<file path="src/scfr_pkg.sv">
`timescale 1ns / 1ps
// Package for the sector chain file reader: opcodes, status codes, sequencer states,
// disk geometry constants and the zone table functions.
// No dependencies.
package scfr_pkg;

	// Image size in bytes and the longest chain followed before the file is cut
	localparam logic [17:0] IMAGE_BYTES       = 18'd174848;
	localparam logic [10:0] MAX_CHAIN_SECTORS = 11'd1024;
	localparam logic [7:0]  PAYLOAD_BYTES     = 8'd254;
	localparam logic [7:0]  NUM_TRACKS        = 8'd35;

	// Byte offsets of the link bytes and of the first payload byte in a sector
	localparam logic [7:0] OFS_LINK_TRACK  = 8'd0;
	localparam logic [7:0] OFS_LINK_SECTOR = 8'd1;
	localparam logic [7:0] OFS_PAYLOAD     = 8'd2;

	typedef enum logic [1:0] {
		OP_WRITE = 2'd0,
		OP_OPEN  = 2'd1,
		OP_READ  = 2'd2,
		OP_NONE  = 2'd3
	} opcode_t;

	typedef enum logic [1:0] {
		ST_OK          = 2'd0,
		ST_SECTOR_FAIL = 2'd1,
		ST_EMPTY       = 2'd2,
		ST_NOT_OPEN    = 2'd3
	} status_t;

	typedef enum logic [2:0] {
		S_IDLE,
		S_LINK_T,
		S_LINK_S,
		S_DATA,
		S_NEXT_T,
		S_NEXT_S,
		S_RESP
	} state_t;

	// Sector address check and linear sector index
	typedef struct packed {
		logic       ok;
		logic [9:0] idx;
	} geom_t;

	// Sectors on a track, zero for a track outside the disk
	function automatic logic [4:0] track_sectors(input logic [7:0] t);
		logic [4:0] n;
		if (t == 8'd0) begin
			n = 5'd0;
		end else if (t <= 8'd17) begin
			n = 5'd21;
		end else if (t <= 8'd24) begin
			n = 5'd19;
		end else if (t <= 8'd30) begin
			n = 5'd18;
		end else if (t <= NUM_TRACKS) begin
			n = 5'd17;
		end else begin
			n = 5'd0;
		end
		return n;
	endfunction

	// Index of the first sector of a track; meaningful for tracks 1 to 35
	function automatic logic [9:0] zone_first(input logic [7:0] t);
		logic [9:0] tt;
		logic [9:0] f;
		tt = {2'b00, t};
		if (t <= 8'd17) begin
			f = 10'((tt - 10'd1) * 10'd21);
		end else if (t <= 8'd24) begin
			f = 10'(10'd357 + (tt - 10'd18) * 10'd19);
		end else if (t <= 8'd30) begin
			f = 10'(10'd490 + (tt - 10'd25) * 10'd18);
		end else begin
			f = 10'(10'd598 + (tt - 10'd31) * 10'd17);
		end
		return f;
	endfunction

endpackage

</file>
<file path="src/scfr_geom.sv">
`timescale 1ns / 1ps
// Sector address mapper: checks a track/sector pair against the zone table and
// gives the linear sector index. Depends on scfr_pkg.
module scfr_geom (
	input  logic [7:0]     track,
	input  logic [7:0]     sector,
	output scfr_pkg::geom_t geom
);
	import scfr_pkg::*;

	logic [4:0] count;

	// Look up the zone, check the sector and add it to the zone base
	always_comb begin
		count    = track_sectors(track);
		geom.ok  = (count != 5'd0) && (sector < {3'b000, count});
		geom.idx = 10'(zone_first(track) + {2'b00, sector});
	end

endmodule

</file>
<file path="config.mk">
export PLATFORM = sky130hd
export DESIGN_NAME = scfr_geom
export DESIGN_NICKNAME = d
export VERILOG_FILES = /design/src/scfr_pkg.sv /design/src/scfr_geom.sv
export SDC_FILE = /design/constraint.sdc
export NUM_CORES = 1
export LEC_CHECK = 0
export ABC_AREA = 1
export BUFFER_PORTS_ARGS = -buffer_cell sky130_fd_sc_hd__buf_2
export CORE_MARGIN = 8
export CORE_UTILIZATION = 40
export DETAILED_ROUTE_END_ITERATION = 16
export GPL_ROUTABILITY_DRIVEN = 0
export REMOVE_ABC_BUFFERS = 1
export SLEW_MARGIN = 10
export SYNTH_ARGS = -nofsm -noshare
export SYNTH_HDL_FRONTEND = slang
export SYNTH_SLANG_ARGS = --single-unit
export TNS_END_PERCENT = 100
</file>
<file path="constraint.sdc">
create_clock -name vclk -period 5.55
set_input_delay 0.2775 -clock vclk [all_inputs]
set_output_delay 0.2775 -clock vclk [all_outputs]
set_load 0.1 [all_outputs]
</file>
==> tab_implementation.tex <==
\begin{tabular}{lr}
\hline
Metric & Value \\
\hline
\multicolumn{2}{l}{\textbf{Finish}} \\
Area overhead of the layout relative to synthesis & 8.38\% \\
Inserted Diodes & 0 \\
Clock buf count & 0 \\
Footprint of the multi-input gates & 2890 um2 \\
Fill cell count & 906 \\
Final standard cell area without fillers & 3560 um2 \\
Final nets & 633 \\
Seq cells & 0 \\
Sequential cell area & 0 um2 \\
Share of post-route cells with drive strength above 1 & 10.3\% \\
\multicolumn{2}{l}{\textbf{Global route}} \\
Total congestion overflow after global routing & 0 \\
Number of global-route vias before repair & 3046 \\
Global-route wire length before repair & 13900 um \\
Pin count of the biggest net entering global routing & 12 \\
Initial antenna violation count & 0 \\
Total track usage & 14.6\% \\
\multicolumn{2}{l}{\textbf{Hold path}} \\
Hold Path End & geom[10] \\
Cells on Worst Hold Path & 5 \\
Hold crit path type & primary input to primary output \\
Worst Min Path Start & sector[7] \\
\multicolumn{2}{l}{\textbf{Floorplanning}} \\
Placement Rows & 33 \\
Width of the die & 107 um \\
Ports & 27 \\
Initial core utilization & 40.6\% \\
Area of the core & 8090 um2 \\
Die Footprint & 11400 um2 \\
Die outline height & 107 um \\
\multicolumn{2}{l}{\textbf{Pwr}} \\
Portion of total power attributed to combinational logic & 100.0\% \\
Register share of total power & 0\% \\
Clock network power share & 0\% \\
Internal Pwr Total & 0.000361 W \\
Worst supply voltage drop on vdd & 0.283 mV \\
Switching portion of total power & 69.9\% \\
Switching component of the power & 0.000838 W \\
Leakage component of the power & 1.98 nW \\
PwrDens & 337 nW/um2 \\
\multicolumn{2}{l}{\textbf{Worst setup path}} \\
Setup Crit Path Kind & primary input to primary output \\
Arrival @ worst endpoint & 4.89 ns \\
Cell type of the slowest stage on the worst timing path & sky130\_fd\_sc\_hd\_\_fa\_1 \\
Startpoint type of the worst setup path & primary input \\
Type of element capturing the critical path & primary output \\
Crit path launch & track[1] \\
Highest cell delay on the worst timing path & 0.48 ns \\
Library cell appearing most often on the critical path & sky130\_fd\_sc\_hd\_\_ha\_1 \\
Required time worst endpoint & 5.27 ns \\
Crit-path max FO & 9 \\
\multicolumn{2}{l}{\textbf{Synth}} \\
Count of warnings emitted by yosys & 0 \\
Fraction of post-synthesis cell area in the top cell type by area & 28.6\% \\
Library cell occupying the most area in the post-synthesis netlist & sky130\_fd\_sc\_hd\_\_ha\_1 \\
Synthesized area & 3280 um2 \\
Sequential fraction of the synthesis area & 0\% \\
Synth top area cells & sky130\_fd\_sc\_hd\_\_ha\_1 (29\%), sky130\_fd\_sc\_hd\_\_nand2\_1 (12\%), sky130\_fd\_sc\_hd\_\_inv\_1 (10\%) \\
Post-synthesis average cell area & 6.57 um2 \\
Leading post-synthesis cells by instance count & sky130\_fd\_sc\_hd\_\_nand2\_1 (103), sky130\_fd\_sc\_hd\_\_inv\_1 (90), sky130\_fd\_sc\_hd\_\_ha\_1 (75), sky130\_fd\_sc\_hd\_\_nand3\_1 (35), sky130\_fd\_sc\_hd\_\_nor2\_1 (34) \\
Most repeated cell in the gate-level netlist after synthesis & sky130\_fd\_sc\_hd\_\_nand2\_1 \\
Library cells used by synthesis & 38 \\
Number of instances in the synthesized netlist & 500 \\
\multicolumn{2}{l}{\textbf{Clocking}} \\
Hold buffer count at cts & 0 \\
\multicolumn{2}{l}{\textbf{Timing}} \\
Min Tclk post-route & 5.17 ns \\
Upper clock frequency limit & 0.193 GHz \\
Fraction of the cycle the final worst path needs & 93.2\% \\
Count of final setup violators & 0 \\
RSZ-0062 raised after global routing & false \\
Headroom to the max-slew limit & 63.5\% \\
Number of max-slew violations in the final report & 0 \\
Worst slew pin tran & 0.546 ns \\
Final number of hold-violating endpoints & 0 \\
Worst path setup slack after routing & 0.379 ns \\
\multicolumn{2}{l}{\textbf{Routing}} \\
Number of iterations in the first detailed-routing pass & 6 \\
DRC violations left & 0 \\
Drt first-iter violations & 178 \\
Routed Antenna Nets & 0 \\
Post-detailed-route wirelength per cell & 13.5 um \\
Final WL & 8510 um \\
Drt via density & 5.08 \\
Number of vias after detailed routing & 3203 \\
\multicolumn{2}{l}{\textbf{Placement}} \\
HPWL Detailed & 7540 um \\
Number of input and output port buffers inserted & 27 \\
DP Worst Slack & 0.176 ns \\
Placement-stage cell area & 3560 um2 \\
\multicolumn{2}{l}{\textbf{Flow run}} \\
Max-capacitance violation count & 0 \\
\multicolumn{2}{l}{\textbf{Outcome}} \\
Run status & finished clean \\
\hline
\end{tabular}
[worst max-delay path by stage]
stage | cells past startpoint | slack [ns] | end
after floorplan | 19 | -0.03 | geom[8]
after global placement | 25 | 0.34 | geom[9]
after detailed placement | 25 | 0.18 | geom[9]
after CTS | 25 | 0.18 | geom[9]
after global routing | 25 | 0.02 | geom[9]
final | 25 | 0.38 | geom[9]
[layout make-up]
class                      count  area share (%)
inverter                      99            10.4
multi-input combinational    397            81.2
tap                          105            3.69
timing repair buffer          29            4.64
[metal layers]
layer / global-route usage [%] / share of wire [%]
met5: 0 / 0
met1: 19.4 / 49
met3: 0.720 / 3.0
met4: 1.91 / 1.2
met2: 25.8 / 47
[per-stage QoR]
| step | cells | hold WS, ns | power [W] | utilization, % | setup TNS, ns |
|---|---|---|---|---|---|
| after floorplan | 496 | 0.978 | 0.000960 | - | -0.0292 |
| after global placement | 630 | 1.06 | 0.00118 | 43.9 | 0 |
| after detailed placement | 630 | 1.08 | 0.00119 | 43.9 | 0 |
| after CTS | 630 | 1.08 | 0.00120 | 43.9 | 0 |
| after global routing | 630 | 1.11 | 0.00132 | 44.0 | 0 |
| final | 630 | 1.07 | 0.00120 | 44.0 | 0 |
[layout by cell type (no fill, tap or decap), types with 15 or more instances in the layout]
| master | count |
|---|---|
| sky130_fd_sc_hd__fa_1 | 15 |
| sky130_fd_sc_hd__nand2_1 | 103 |
| sky130_fd_sc_hd__ha_1 | 75 |
| sky130_fd_sc_hd__nand3_1 | 35 |
| sky130_fd_sc_hd__a21oi_1 | 24 |
| sky130_fd_sc_hd__o21ai_0 | 23 |
| sky130_fd_sc_hd__inv_1 | 89 |
| sky130_fd_sc_hd__xor2_1 | 29 |
| sky130_fd_sc_hd__nor2_1 | 34 |
| sky130_fd_sc_hd__buf_2 | 26 |
[worst max-delay path, delay by kind of cell]
kind | cells | cell delay [ns]
adder cells (fa/ha/maj) | 6 | 1.98
XOR/XNOR | 2 | 0.43
AND/OR/NAND/NOR | 5 | 0.47
buffers and inverters | 5 | 0.66
AO/OA/AOI/OAI | 7 | 1.07
[timing repair]
item,CTS,global route
buffers inserted,0,0
endpoints found under the setup margin,0,3
resized for setup,0,4
[power by group through the flow]
stage	clock network (W)	registers (W)	logic [W]
2_1_floorplan	0	0	0.000960
3_3_place_gp	0	0	0.00118
3_5_place_dp	0	0	0.00119
4_1_cts	0	0	0.00120
5_1_grt	0	0	0.00132
6_report	0	0	0.00120
[cell families after synthesis]
family / count (synthesis) / synth area share [%]
AO/OA/AOI/OAI: 70 / 12.6
XOR/XNOR: 40 / 10.7
adder cells (fa/ha/maj): 90 / 37.7
buffers and inverters: 103 / 12.1
AND/OR/NAND/NOR: 197 / 26.9
Power figures use the tool's default switching activity.
